<file path="src/rtl/core/assert_macros.svh">
// Assertion macros shared by the tone generator RTL.
// Included by the modules that carry concurrent checks; no other dependencies.
`ifndef ASSERT_MACROS_SVH
`define ASSERT_MACROS_SVH

// Clocked check that is switched off while reset is asserted.
`define SWTG_ASSERT(lbl, clk, rst_n, prop, msg) \
    lbl: assert property (@(posedge clk) disable iff (!rst_n) prop) else $error(msg);

// Clocked check that also holds during reset.
`define SWTG_ASSERT_ALWAYS(lbl, clk, prop, msg) \
    lbl: assert property (@(posedge clk) prop) else $error(msg);

`endif

</file>
<file path="src/rtl/core/swtg_pkg.sv">
// Package for the square-wave tone generator: widths, codes, structs and helpers.
// Used by swtg_ctrl, swtg_dp and the top level; has no dependencies.
package swtg_pkg;

    // Field widths.
    localparam int MODE_W  = 2;
    localparam int PIN_W   = 5;
    localparam int FREQ_W  = 16;
    localparam int MS_W    = 32;
    localparam int CLK_W   = 32;
    localparam int TOG_W   = 40;
    localparam int SEL_W   = 3;
    localparam int PRE_W   = 10;
    localparam int TMR_W   = 8;

    // Compare value divider geometry.
    localparam int HALF_W    = CLK_W - 1;
    localparam int DIV_W     = HALF_W;
    localparam int DCNT_W    = $clog2(DIV_W + 1);
    localparam int CMP_STEPS = HALF_W;

    // Toggle count: 2 * tone_hz * duration_ms / 1000 equals tone_hz * duration_ms / 500.
    // duration_ms is split as 500 * qm + rm, so the count is tone_hz * qm plus
    // (tone_hz * rm) / 500. Each division by 500 drops two bits and divides by 125
    // through a rounded-up reciprocal that is exact over the operand range.
    localparam int MS_DIVISOR = 500;
    localparam int QM_W       = 24;
    localparam int RM_W       = 9;
    localparam int FRM_W      = FREQ_W + RM_W;
    localparam int LO_W       = 17;
    localparam int MSQ_W      = MS_W - 2;
    localparam int FRMQ_W     = FRM_W - 2;
    localparam int RCP_MS_W   = 31;
    localparam int RCP_FRM_W  = 24;
    localparam int MS_PROD_W  = MSQ_W + RCP_MS_W;
    localparam int FRM_PROD_W = FRMQ_W + RCP_FRM_W;
    localparam logic [RCP_MS_W-1:0]  RCP_MS  = 31'd1099511628;
    localparam logic [RCP_FRM_W-1:0] RCP_FRM = 24'd8589935;

    // Counter load that holds the controller in S_TDIV while the toggle count stages settle.
    localparam int TOG_STEPS = 3;

    // Defaults.
    localparam int DEF_PIN_COUNT = 20;
    localparam logic [CLK_W-1:0] CLOCK_HZ_RESET = 32'd16000000;

    // Item modes.
    localparam logic [MODE_W-1:0] MODE_START = 2'd0;
    localparam logic [MODE_W-1:0] MODE_STOP  = 2'd1;
    localparam logic [MODE_W-1:0] MODE_TICK  = 2'd2;

    // Prescaler select codes.
    localparam logic [SEL_W-1:0] SEL_OFF = 3'd0;
    localparam logic [SEL_W-1:0] SEL_MAX = 3'd7;

    // Commands from the controller to the datapath.
    typedef struct packed {
        logic capture;
        logic apply_simple;
        logic tdiv_load;
        logic store_toggles;
        logic cdiv_load;
        logic div_step;
        logic commit_start;
    } ctrl_cmd_t;

    // Status from the datapath to the controller.
    typedef struct packed {
        logic start_acts;
        logic sel_found;
        logic div_last;
    } dp_status_t;

    // Right shift equal to the prescaler division for a select code.
    function automatic logic [3:0] presc_shift(input logic [SEL_W-1:0] sel);
        logic [3:0] sh;
        case (sel)
            3'd1:    sh = 4'd0;
            3'd2:    sh = 4'd3;
            3'd3:    sh = 4'd5;
            3'd4:    sh = 4'd6;
            3'd5:    sh = 4'd7;
            3'd6:    sh = 4'd8;
            3'd7:    sh = 4'd10;
            default: sh = 4'd0;
        endcase
        return sh;
    endfunction

    // Mask of the prescaler count bits that must be zero for a timer step.
    function automatic logic [PRE_W-1:0] presc_mask(input logic [SEL_W-1:0] sel);
        logic [PRE_W-1:0] m;
        case (sel)
            3'd1:    m = 10'h000;
            3'd2:    m = 10'h007;
            3'd3:    m = 10'h01F;
            3'd4:    m = 10'h03F;
            3'd5:    m = 10'h07F;
            3'd6:    m = 10'h0FF;
            3'd7:    m = 10'h3FF;
            default: m = 10'h000;
        endcase
        return m;
    endfunction

endpackage

</file>
<file path="src/rtl/core/swtg_ctrl.sv">
// Controller state machine for the tone generator: handshakes and start sequencing.
// Depends on swtg_pkg and assert_macros.svh; drives swtg_dp through ctrl_cmd_t.
`include "assert_macros.svh"

module swtg_ctrl
    import swtg_pkg::*;
(
    input  logic              clk,
    input  logic              rst_n,
    input  logic              in_valid,
    output logic              in_stall,
    input  logic [MODE_W-1:0] mode,
    output logic              out_valid,
    input  logic              out_stall,
    input  dp_status_t        status,
    output ctrl_cmd_t         cmd
);

    typedef enum logic [5:0] {
        S_IDLE   = 6'b000001,
        S_TLOAD  = 6'b000010,
        S_TDIV   = 6'b000100,
        S_CLOAD  = 6'b001000,
        S_CDIV   = 6'b010000,
        S_FINISH = 6'b100000
    } state_t;

    state_t state_reg, state_next;
    logic   out_valid_reg, out_valid_next;
    logic   out_free;
    logic   accept;

    // The output register is free when empty or when its item leaves this cycle.
    assign out_free  = !out_valid_reg || !out_stall;
    assign in_stall  = !((state_reg == S_IDLE) && out_free);
    assign accept    = in_valid && !in_stall;
    assign out_valid = out_valid_reg;

    // Next state and commands.
    always_comb
    begin
        state_next = state_reg;
        cmd        = '0;
        case (state_reg)
            S_IDLE:
            begin
                if (accept)
                begin
                    if ((mode == MODE_START) && status.start_acts)
                    begin
                        cmd.capture = 1'b1;
                        state_next  = S_TLOAD;
                    end
                    else
                    begin
                        cmd.apply_simple = 1'b1;
                    end
                end
            end
            S_TLOAD:
            begin
                cmd.tdiv_load = 1'b1;
                state_next    = S_TDIV;
            end
            S_TDIV:
            begin
                cmd.div_step = 1'b1;
                if (status.div_last)
                begin
                    state_next = S_CLOAD;
                end
            end
            S_CLOAD:
            begin
                cmd.store_toggles = 1'b1;
                if (status.sel_found)
                begin
                    cmd.cdiv_load = 1'b1;
                    state_next    = S_CDIV;
                end
                else
                begin
                    state_next = S_FINISH;
                end
            end
            S_CDIV:
            begin
                cmd.div_step = 1'b1;
                if (status.div_last)
                begin
                    state_next = S_FINISH;
                end
            end
            S_FINISH:
            begin
                cmd.commit_start = 1'b1;
                state_next       = S_IDLE;
            end
            default:
            begin
                state_next = S_IDLE;
            end
        endcase
    end

    // Output valid flag: set when an item finishes, cleared when taken.
    always_comb
    begin
        if (cmd.apply_simple || cmd.commit_start)
        begin
            out_valid_next = 1'b1;
        end
        else if (!out_stall)
        begin
            out_valid_next = 1'b0;
        end
        else
        begin
            out_valid_next = out_valid_reg;
        end
    end

    // State registers.
    always_ff @(posedge clk or negedge rst_n)
    begin
        if (!rst_n)
        begin
            state_reg     <= S_IDLE;
            out_valid_reg <= 1'b0;
        end
        else
        begin
            state_reg     <= state_next;
            out_valid_reg <= out_valid_next;
        end
    end

    // No item is taken while a start is being worked out.
    `SWTG_ASSERT(a_busy_stalls, clk, rst_n, (state_reg != S_IDLE) |-> in_stall, "input taken while busy")
    // A finished start always presents its item.
    `SWTG_ASSERT(a_finish_out, clk, rst_n, (state_reg == S_FINISH) |=> out_valid_reg, "start result lost")

endmodule

</file>
<file path="src/rtl/core/swtg_dp.sv">
// Datapath for the tone generator: timer state, toggle count stages, compare divider, result.
// Depends on swtg_pkg and assert_macros.svh; commanded by swtg_ctrl.
`include "assert_macros.svh"

module swtg_dp
    import swtg_pkg::*;
#(
    parameter int PIN_COUNT = DEF_PIN_COUNT
)
(
    input  logic              clk,
    input  logic              rst_n,
    input  ctrl_cmd_t         cmd,
    output dp_status_t        status,
    input  logic              cfg_write,
    input  logic [CLK_W-1:0]  cfg_data,
    input  logic [MODE_W-1:0] mode,
    input  logic [PIN_W-1:0]  pin_index,
    input  logic [FREQ_W-1:0] tone_hz,
    input  logic [MS_W-1:0]   duration_ms,
    output logic [PIN_W-1:0]  active_pin,
    output logic              pin_level,
    output logic              timer_running,
    output logic              pin_claimed
);

    // Configuration and architectural state.
    logic [CLK_W-1:0]  clock_hz_reg;
    logic              claimed_reg, claimed_next;
    logic [PIN_W-1:0]  pin_reg, pin_next;
    logic [TOG_W-1:0]  toggles_reg, toggles_next;
    logic [SEL_W-1:0]  sel_reg, sel_next;
    logic [TMR_W-1:0]  cmp_reg, cmp_next;
    logic [PRE_W-1:0]  pc_reg, pc_next;
    logic [TMR_W-1:0]  tc_reg, tc_next;
    logic              level_reg, level_next;
    logic              running_reg, running_next;

    // Start working registers.
    logic [PIN_W-1:0]  st_pin_reg;
    logic [FREQ_W-1:0] st_freq_reg;
    logic [MS_W-1:0]   st_ms_reg;
    logic [TOG_W-1:0]  tog_new_reg;

    // Toggle count stages.
    logic [QM_W-1:0]       qm_reg;
    logic [RM_W-1:0]       rm_reg;
    logic [TOG_W-1:0]      hi_reg;
    logic [FRM_W-1:0]      frm_reg;
    logic [LO_W-1:0]       lo_reg;
    logic [MS_PROD_W-1:0]  ms_prod;
    logic [FRM_PROD_W-1:0] frm_prod;
    logic [MS_W-1:0]       rm_full;

    // Divider registers.
    logic [DIV_W-1:0]  dv_reg;
    logic [FREQ_W-1:0] rem_reg;
    logic [DCNT_W-1:0] dcnt_reg;

    // Result register.
    logic [PIN_W-1:0]  out_pin_reg;
    logic              out_level_reg;
    logic              out_running_reg;
    logic              out_claimed_reg;

    logic [HALF_W-1:0] half;
    logic [HALF_W-1:0] a_sel;
    logic [SEL_W-1:0]  sel_found_val;
    logic              sel_found;
    logic              match;
    logic [FREQ_W:0]   rem_sh;
    logic [FREQ_W:0]   rem_sub;
    logic              q_bit;

    assign half = clock_hz_reg[CLK_W-1:1];

    // Smallest prescaler whose compare value fits eight bits.
    always_comb
    begin
        logic [HALF_W-1:0] a_try;
        sel_found_val = SEL_OFF;
        sel_found     = 1'b0;
        a_sel         = '0;
        for (int i = int'(SEL_MAX); i >= 1; i--)
        begin
            a_try = half >> presc_shift(SEL_W'(i));
            if ((a_try >> TMR_W) < HALF_W'(st_freq_reg))
            begin
                sel_found_val = SEL_W'(i);
                sel_found     = 1'b1;
                a_sel         = a_try;
            end
        end
    end

    assign status.start_acts = !claimed_reg && ({1'b0, pin_index} < (PIN_W + 1)'(PIN_COUNT));
    assign status.sel_found  = sel_found;
    assign status.div_last   = (dcnt_reg == DCNT_W'(1));

    // Reciprocal multiplies for the two divisions by 500 of the toggle count.
    assign ms_prod  = MS_PROD_W'(st_ms_reg[MS_W-1:2]) * MS_PROD_W'(RCP_MS);
    assign rm_full  = st_ms_reg - (MS_W'(qm_reg) * MS_W'(MS_DIVISOR));
    assign frm_prod = FRM_PROD_W'(frm_reg[FRM_W-1:2]) * FRM_PROD_W'(RCP_FRM);

    // One restoring step of the compare value divider.
    assign rem_sh  = {rem_reg, dv_reg[DIV_W-1]};
    assign q_bit   = (rem_sh >= {1'b0, st_freq_reg});
    assign rem_sub = q_bit ? (rem_sh - {1'b0, st_freq_reg}) : rem_sh;

    // Next architectural state for stop, tick and committed start items.
    always_comb
    begin
        claimed_next = claimed_reg;
        pin_next     = pin_reg;
        toggles_next = toggles_reg;
        sel_next     = sel_reg;
        cmp_next     = cmp_reg;
        pc_next      = pc_reg;
        tc_next      = tc_reg;
        level_next   = level_reg;
        running_next = running_reg;
        match        = 1'b0;
        if (cmd.apply_simple)
        begin
            case (mode)
                MODE_STOP:
                begin
                    if (claimed_reg && (pin_index == pin_reg))
                    begin
                        running_next = 1'b0;
                        claimed_next = 1'b0;
                        level_next   = 1'b0;
                    end
                end
                MODE_TICK:
                begin
                    if (sel_reg != SEL_OFF)
                    begin
                        pc_next = pc_reg + PRE_W'(1);
                        if ((pc_next & presc_mask(sel_reg)) == '0)
                        begin
                            if (tc_reg == cmp_reg)
                            begin
                                tc_next = '0;
                                match   = 1'b1;
                            end
                            else
                            begin
                                tc_next = tc_reg + TMR_W'(1);
                            end
                        end
                    end
                end
                default:
                begin
                end
            endcase
            // A compare match toggles the pin and counts down the tone.
            if (match && running_reg)
            begin
                level_next = !level_reg;
                if (toggles_reg != '0)
                begin
                    toggles_next = toggles_reg - TOG_W'(1);
                    if (toggles_reg == TOG_W'(1))
                    begin
                        running_next = 1'b0;
                        level_next   = 1'b0;
                    end
                end
            end
        end
        if (cmd.commit_start)
        begin
            claimed_next = 1'b1;
            pin_next     = st_pin_reg;
            toggles_next = tog_new_reg;
            running_next = 1'b1;
            if (sel_found)
            begin
                sel_next = sel_found_val;
                cmp_next = dv_reg[TMR_W-1:0] - TMR_W'(1);
            end
        end
    end

    // Control state and configuration.
    always_ff @(posedge clk or negedge rst_n)
    begin
        if (!rst_n)
        begin
            clock_hz_reg <= CLOCK_HZ_RESET;
            claimed_reg  <= 1'b0;
            pin_reg      <= '0;
            toggles_reg  <= '0;
            sel_reg      <= SEL_OFF;
            cmp_reg      <= '0;
            pc_reg       <= '0;
            tc_reg       <= '0;
            level_reg    <= 1'b0;
            running_reg  <= 1'b0;
            dcnt_reg     <= '0;
        end
        else
        begin
            if (cfg_write)
            begin
                clock_hz_reg <= cfg_data;
            end
            claimed_reg <= claimed_next;
            pin_reg     <= pin_next;
            toggles_reg <= toggles_next;
            sel_reg     <= sel_next;
            cmp_reg     <= cmp_next;
            pc_reg      <= pc_next;
            tc_reg      <= tc_next;
            level_reg   <= level_next;
            running_reg <= running_next;
            if (cmd.tdiv_load)
            begin
                dcnt_reg <= DCNT_W'(TOG_STEPS);
            end
            else if (cmd.cdiv_load)
            begin
                dcnt_reg <= DCNT_W'(CMP_STEPS);
            end
            else if (cmd.div_step)
            begin
                dcnt_reg <= dcnt_reg - DCNT_W'(1);
            end
        end
    end

    // Start operands, toggle count stages, divider and result payload.
    always_ff @(posedge clk)
    begin
        if (cmd.capture)
        begin
            st_pin_reg  <= pin_index;
            st_freq_reg <= tone_hz;
            st_ms_reg   <= duration_ms;
        end
        // Registered chain: qm_reg, then rm_reg and hi_reg, then frm_reg, then lo_reg.
        qm_reg  <= ms_prod[MS_PROD_W-1 -: QM_W];
        rm_reg  <= rm_full[RM_W-1:0];
        hi_reg  <= TOG_W'(st_freq_reg) * TOG_W'(qm_reg);
        frm_reg <= FRM_W'(st_freq_reg) * FRM_W'(rm_reg);
        lo_reg  <= frm_prod[FRM_PROD_W-1 -: LO_W];
        if (cmd.store_toggles)
        begin
            tog_new_reg <= hi_reg + TOG_W'(lo_reg);
        end
        if (cmd.cdiv_load)
        begin
            dv_reg  <= a_sel;
            rem_reg <= '0;
        end
        else if (cmd.div_step)
        begin
            dv_reg  <= {dv_reg[DIV_W-2:0], q_bit};
            rem_reg <= rem_sub[FREQ_W-1:0];
        end
        if (cmd.apply_simple || cmd.commit_start)
        begin
            out_pin_reg     <= claimed_next ? pin_next : '0;
            out_level_reg   <= level_next;
            out_running_reg <= running_next;
            out_claimed_reg <= claimed_next;
        end
    end

    assign active_pin    = out_pin_reg;
    assign pin_level     = out_level_reg;
    assign timer_running = out_running_reg;
    assign pin_claimed   = out_claimed_reg;

    // The timer only runs for a claimed pin.
    `SWTG_ASSERT(a_run_claimed, clk, rst_n, running_reg |-> claimed_reg, "running without a claimed pin")
    // A free pin is always held low.
    `SWTG_ASSERT(a_free_low, clk, rst_n, !claimed_reg |-> !level_reg, "free pin driven high")

endmodule

</file>
<file path="src/rtl/core/square_wave_tone_generator_core.sv">
// Tick, stop and refused start items go straight to the result register, one item per cycle
// while the output is not stalled. A start that claims a pin runs multiply stages for the
// toggle count, then, if a prescaler fits, a 31-step one-bit-per-cycle compare value divider.
// Results wait in an output register; a new item is taken in the cycle the old one leaves.
// Reset (rst_n, asynchronous, active low) frees the pin, stops the timer and drives it low;
// clock_hz returns to 16000000.
module square_wave_tone_generator_core
    import swtg_pkg::*;
#(
    parameter int PIN_COUNT = DEF_PIN_COUNT
)
(
    input  logic              clk,
    input  logic              rst_n,
    input  logic              cfg_valid,
    output logic              cfg_ready,
    input  logic [CLK_W-1:0]  cfg_data,
    input  logic              in_valid,
    output logic              in_stall,
    input  logic [MODE_W-1:0] mode,
    input  logic [PIN_W-1:0]  pin_index,
    input  logic [FREQ_W-1:0] tone_hz,
    input  logic [MS_W-1:0]   duration_ms,
    output logic              out_valid,
    input  logic              out_stall,
    output logic [PIN_W-1:0]  active_pin,
    output logic              pin_level,
    output logic              timer_running,
    output logic              pin_claimed
);

    ctrl_cmd_t  cmd;
    dp_status_t status;

    // The clock register can always take a write.
    assign cfg_ready = 1'b1;

    // Handshakes and start sequencing.
    swtg_ctrl u_ctrl (
        .clk       (clk),
        .rst_n     (rst_n),
        .in_valid  (in_valid),
        .in_stall  (in_stall),
        .mode      (mode),
        .out_valid (out_valid),
        .out_stall (out_stall),
        .status    (status),
        .cmd       (cmd)
    );

    // Timer state, divider and result register.
    swtg_dp #(
        .PIN_COUNT (PIN_COUNT)
    ) u_dp (
        .clk           (clk),
        .rst_n         (rst_n),
        .cmd           (cmd),
        .status        (status),
        .cfg_write     (cfg_valid && cfg_ready),
        .cfg_data      (cfg_data),
        .mode          (mode),
        .pin_index     (pin_index),
        .tone_hz       (tone_hz),
        .duration_ms   (duration_ms),
        .active_pin    (active_pin),
        .pin_level     (pin_level),
        .timer_running (timer_running),
        .pin_claimed   (pin_claimed)
    );

endmodule

</file>
<file path="config.mk">
export PLATFORM = sky130hd
export DESIGN_NAME = square_wave_tone_generator_core
export DESIGN_NICKNAME = d
export VERILOG_FILES = /design/src/rtl/core/swtg_pkg.sv /design/src/rtl/core/swtg_ctrl.sv /design/src/rtl/core/swtg_dp.sv /design/src/rtl/core/square_wave_tone_generator_core.sv
export VERILOG_INCLUDE_DIRS = /design/src /design/src/rtl/core
export SDC_FILE = /design/constraint.sdc
export NUM_CORES = 2
export LEC_CHECK = 0
export ABC_AREA = 1
export BUFFER_PORTS_ARGS = -buffer_cell sky130_fd_sc_hd__buf_2
export CORE_ASPECT_RATIO = 2
export CORE_MARGIN = 4
export CORE_UTILIZATION = 37
export DETAILED_ROUTE_END_ITERATION = 12
export REMOVE_ABC_BUFFERS = 1
export SLEW_MARGIN = 20
export SYNTH_ARGS = -nofsm -noshare
export SYNTH_HDL_FRONTEND = slang
export SYNTH_SLANG_ARGS = --single-unit
</file>
<file path="constraint.sdc">
create_clock -name clk -period 7.4 [get_ports clk]
set_input_delay 1.48 -clock clk [delete_from_list [all_inputs] [get_ports clk]]
set_output_delay 1.48 -clock clk [all_outputs]
set_load 0.05 [all_outputs]
</file>
==> metrics.log <==
[metrics] result of the run: complete, no violations
[metrics] most frequently used flop master after synthesis: edfxtp_1
[metrics] CTS root buf: clkbuf_16
[metrics] synthesized-area fraction occupied by xor and xnor cells: approximately 2.8%
[metrics] global-route wire length before repair: 299,000 um
[metrics] WL per Instance: a little under 20 um
[metrics] number of top-level pins: between 100 and 150
[metrics] Initial DRC Count: 2,188
[metrics] Post-CTS Setup Inserts: 0
[metrics] net total in the final layout: around 9,600
[metrics] critical path launch point type: flip-flop
[metrics] number of optimization iterations in the first detailed-route pass: 6
[metrics] multiplexer fraction of the synthesized cell area: less than 1%
[metrics] compound-cell area share of the yosys netlist: ~6.8%
[metrics] Critical Path RT: a little under 8 ns
[metrics] Critical Setup Path Class: flip-flop to flip-flop
[metrics] count of endpoints failing setup in the final report: 0
[metrics] Syn-to-layout area delta: 7.20%
[metrics] maximum number of pins on one net before global-route repair: 81
[metrics] CTS buffer count: between 40 and 50
[metrics] Via Count: approximately 50,000
[metrics] number of antenna violations at the first check in global routing: 5
[metrics] Floorplan Core Area: 0.167 mm2
[metrics] area share of and/or/nand/nor cells after synthesis: between 10% and 20%
[metrics] Max-cap violations: 0
[metrics] combined global-route utilization of all metal layers: approximately 22%
[metrics] ratio of cells with drive above 1 in the final layout: about 4.3%
[metrics] number of global-route vias before repair: roughly 55,000
[metrics] accumulated negative setup slack: 0 ns
[metrics] Commonest cells post-synth: 1,907 x inv_1, 1,611 x nand2_1, 924 x ha_1, 842 x fa_1, 421 x nor2_1
[metrics] Die Area: ~0.18 mm2
[metrics] starting density of the core: a little under two fifths
[metrics] antenna-violating nets left: 0
[metrics] weighted congestion reported at the end of routability-driven placement: 0.963
[metrics] Worst EP arrival: roughly 7.4 ns
[metrics] most common cell in the synthesized netlist: inv_1
[metrics] Final Hold Fails: 0
[metrics] cts-stage hold buffer count: 0
[metrics] CTS tree: built
[metrics] share of the cycle needed by the critical path after routing: between 90% and 100%
[metrics] max-slew violation count: 0
[metrics] Fmax achieved: between 0.1 and 0.15 GHz
[metrics] Ys Warns: 0
[metrics] clock slew at reported path FFs: around 0.070 ns
[metrics] total number of clock tree sinks: 381
[metrics] Post-Synth Adder-Cell Area: 45.6%
[metrics] sequential share of the synthesized area: between 10% and 20%
[metrics] Post-Syn Area per Cell: ~8.1 um2
[metrics] HP Start: u_dp.st_ms_reg[0]
[metrics] number of buffers added on ports: 100
[metrics] Die Span X: between 200 and 300 um
[metrics] Max transition margin: between 10% and 20%
[metrics] Worst R2R Start: u_dp.st_ms_reg[19]
[metrics] area share of the largest cell type after synthesis: between 20% and 30%
[metrics] Distinct cells, synth: 60
[metrics] average via count per standard cell: between 5 and 6
[metrics] DRC Markers: 0
[metrics] HPWL Detailed: 163,000 um
[metrics] shortest period the worst path allows: between 6 and 7 ns
[metrics] height of the die: around 590 um
[metrics] count of standard-cell rows: approximately 210
[metrics] Clock Skews: 0.0333 ns
[metrics] library cell with the largest summed area after synthesis: fa_1
[metrics] worst hold margin: ~0.40 ns
[metrics] post-synthesis async set-or-reset flop share: 31.5%
[metrics] start point of the critical path: u_dp.st_ms_reg[19]
[metrics] Seq cells post-synth: ~380
[metrics] largest family of logic cells by synthesized area: adder cells
[metrics] total overflow reported by the global router: 0
[metrics] summed instance area of the synthesized netlist: 0.0623 mm2
[metrics] unrepaired setup endpoints after global routing: false
[metrics] Total Routed Length: slightly below 200,000 um
[metrics] ranking of synthesized cells by area: fa_1 27%, ha_1 19%, inv_1 11%, nand2_1 9.7%, edfxtp_1 6.4%
[metrics] largest buffer count on any clock path: 3
[metrics] instance count of the mapped netlist: between 7,000 and 8,000
[metrics] number of flops mapped to enable cells by yosys: roughly 130
[metrics] number of H-tree branching levels: 2
[metrics] Critical Path Sink Type: flip-flop
[metrics] latest clock arrival within the worst-skew pair: 0.65 ns
[metrics] Gates resized, CTS repair: 0
[metrics] hold crit path type: flip-flop to flip-flop
[metrics] transition time at the pin with the least slew margin: around 1.3 ns
[metrics] maximum fanout along the worst path: 10
[cell families (layout without fill, tap and decap cells)]
group | Yosys count | count (layout)
AND/OR/NAND/NOR | 2483 | 2483
buffers and inverters | 2121 | 2189
adder cells (fa/ha/maj) | 1766 | 1766
AO/OA/AOI/OAI | 771 | 771
flip-flops | 381 | 381
XOR/XNOR | 200 | 200
multiplexers | 3 | 3
other | 1 | 4
[layer usage]
metal | vias to the layer above | global-route usage (%) | part of all wire (%)
li1 | 23712 | - | -
met1 | 24397 | 19.2 | 31
met2 | 1337 | 44.7 | 56
met3 | 709 | 1.91 | 2.9
met4 | 2 | 17.6 | 9.9
met5 | - | 0 | 0.0068
[worst paths after layout]
kind	slack (ns)	endpoint	depth (start not counted)
min	0.40	u_dp.rm_reg[0]	0
max in group asynchronous	5.07	u_dp.clock_hz_reg[19]	2
max	0.57	u_dp.qm_reg[11]	20
min in group asynchronous	0.90	u_dp.pin_reg[3]	1
max reg2reg	0.57	u_dp.qm_reg[11]	20
min reg2reg	0.40	u_dp.rm_reg[0]	0
[area by class of cell]
type	count	area, um2
flip-flops and latches	381	9560
diodes	3	7.51
repair buffers	194	1230
fillers	17202	100000
clock inverters	23	244
clock buffers	55	1180
well taps	2140	2680
inverters	1917	7200
multi-input cells	5224	44700
[critical path, cell delays in order, from the launching register on]
cell      delay, ns
edfxtp_1       0.81
ha_1           0.39
fa_1           0.39
fa_1           0.50
inv_1          0.05
fa_1           0.47
inv_1          0.05
fa_1           0.49
fa_1           0.46
fa_1           0.52
inv_1          0.05
fa_1           0.48
inv_1          0.05
ha_1           0.31
a21oi_1        0.24
o21ai_0        0.21
a21o_1         0.21
a21oi_1        0.37
nand3_1        0.30
a21oi_1        0.23
xor2_1         0.17
[through the flow]
step	setup slack (ns)	util, %	std cells	instance area, um2
6_report	0.569	39.9	9937	66800
2_1_floorplan	1.46	-	7522	61400
3_3_place_gp	0.568	39.1	9856	65300
3_5_place_dp	0.596	39.1	9856	65300
4_1_cts	0.617	39.9	9934	66700
5_1_grt	0.338	39.9	9936	66800
[placed cells by master, fill, tap and decap left out, types with 8 or more instances in the layout]
master and n:
xor2_1 127, o31ai_1 11, a21o_1 42, o21ai_1 13, nand3_1 256, ha_1 924, buf_4 93, a21oi_1 308
fa_1 842, nand4_1 60, nand2_1 1611, dfstp_2 8, o21bai_1 23, clkbuf_16 43, inv_2 8, dfxtp_1 128
buf_2 99, xnor2_1 73, or2_2 13, a21boi_0 8, inv_1 1905, dfrtp_1 112, o21a_1 11, o21ai_0 288
nor2_1 421, nor3_1 45, nor4_1 28, a31oi_1 36, edfxtp_1 132
Power is left out: the tool's default activity adds up to more than one toggle a clock period on the data nets, which glitch-free logic cannot reach.
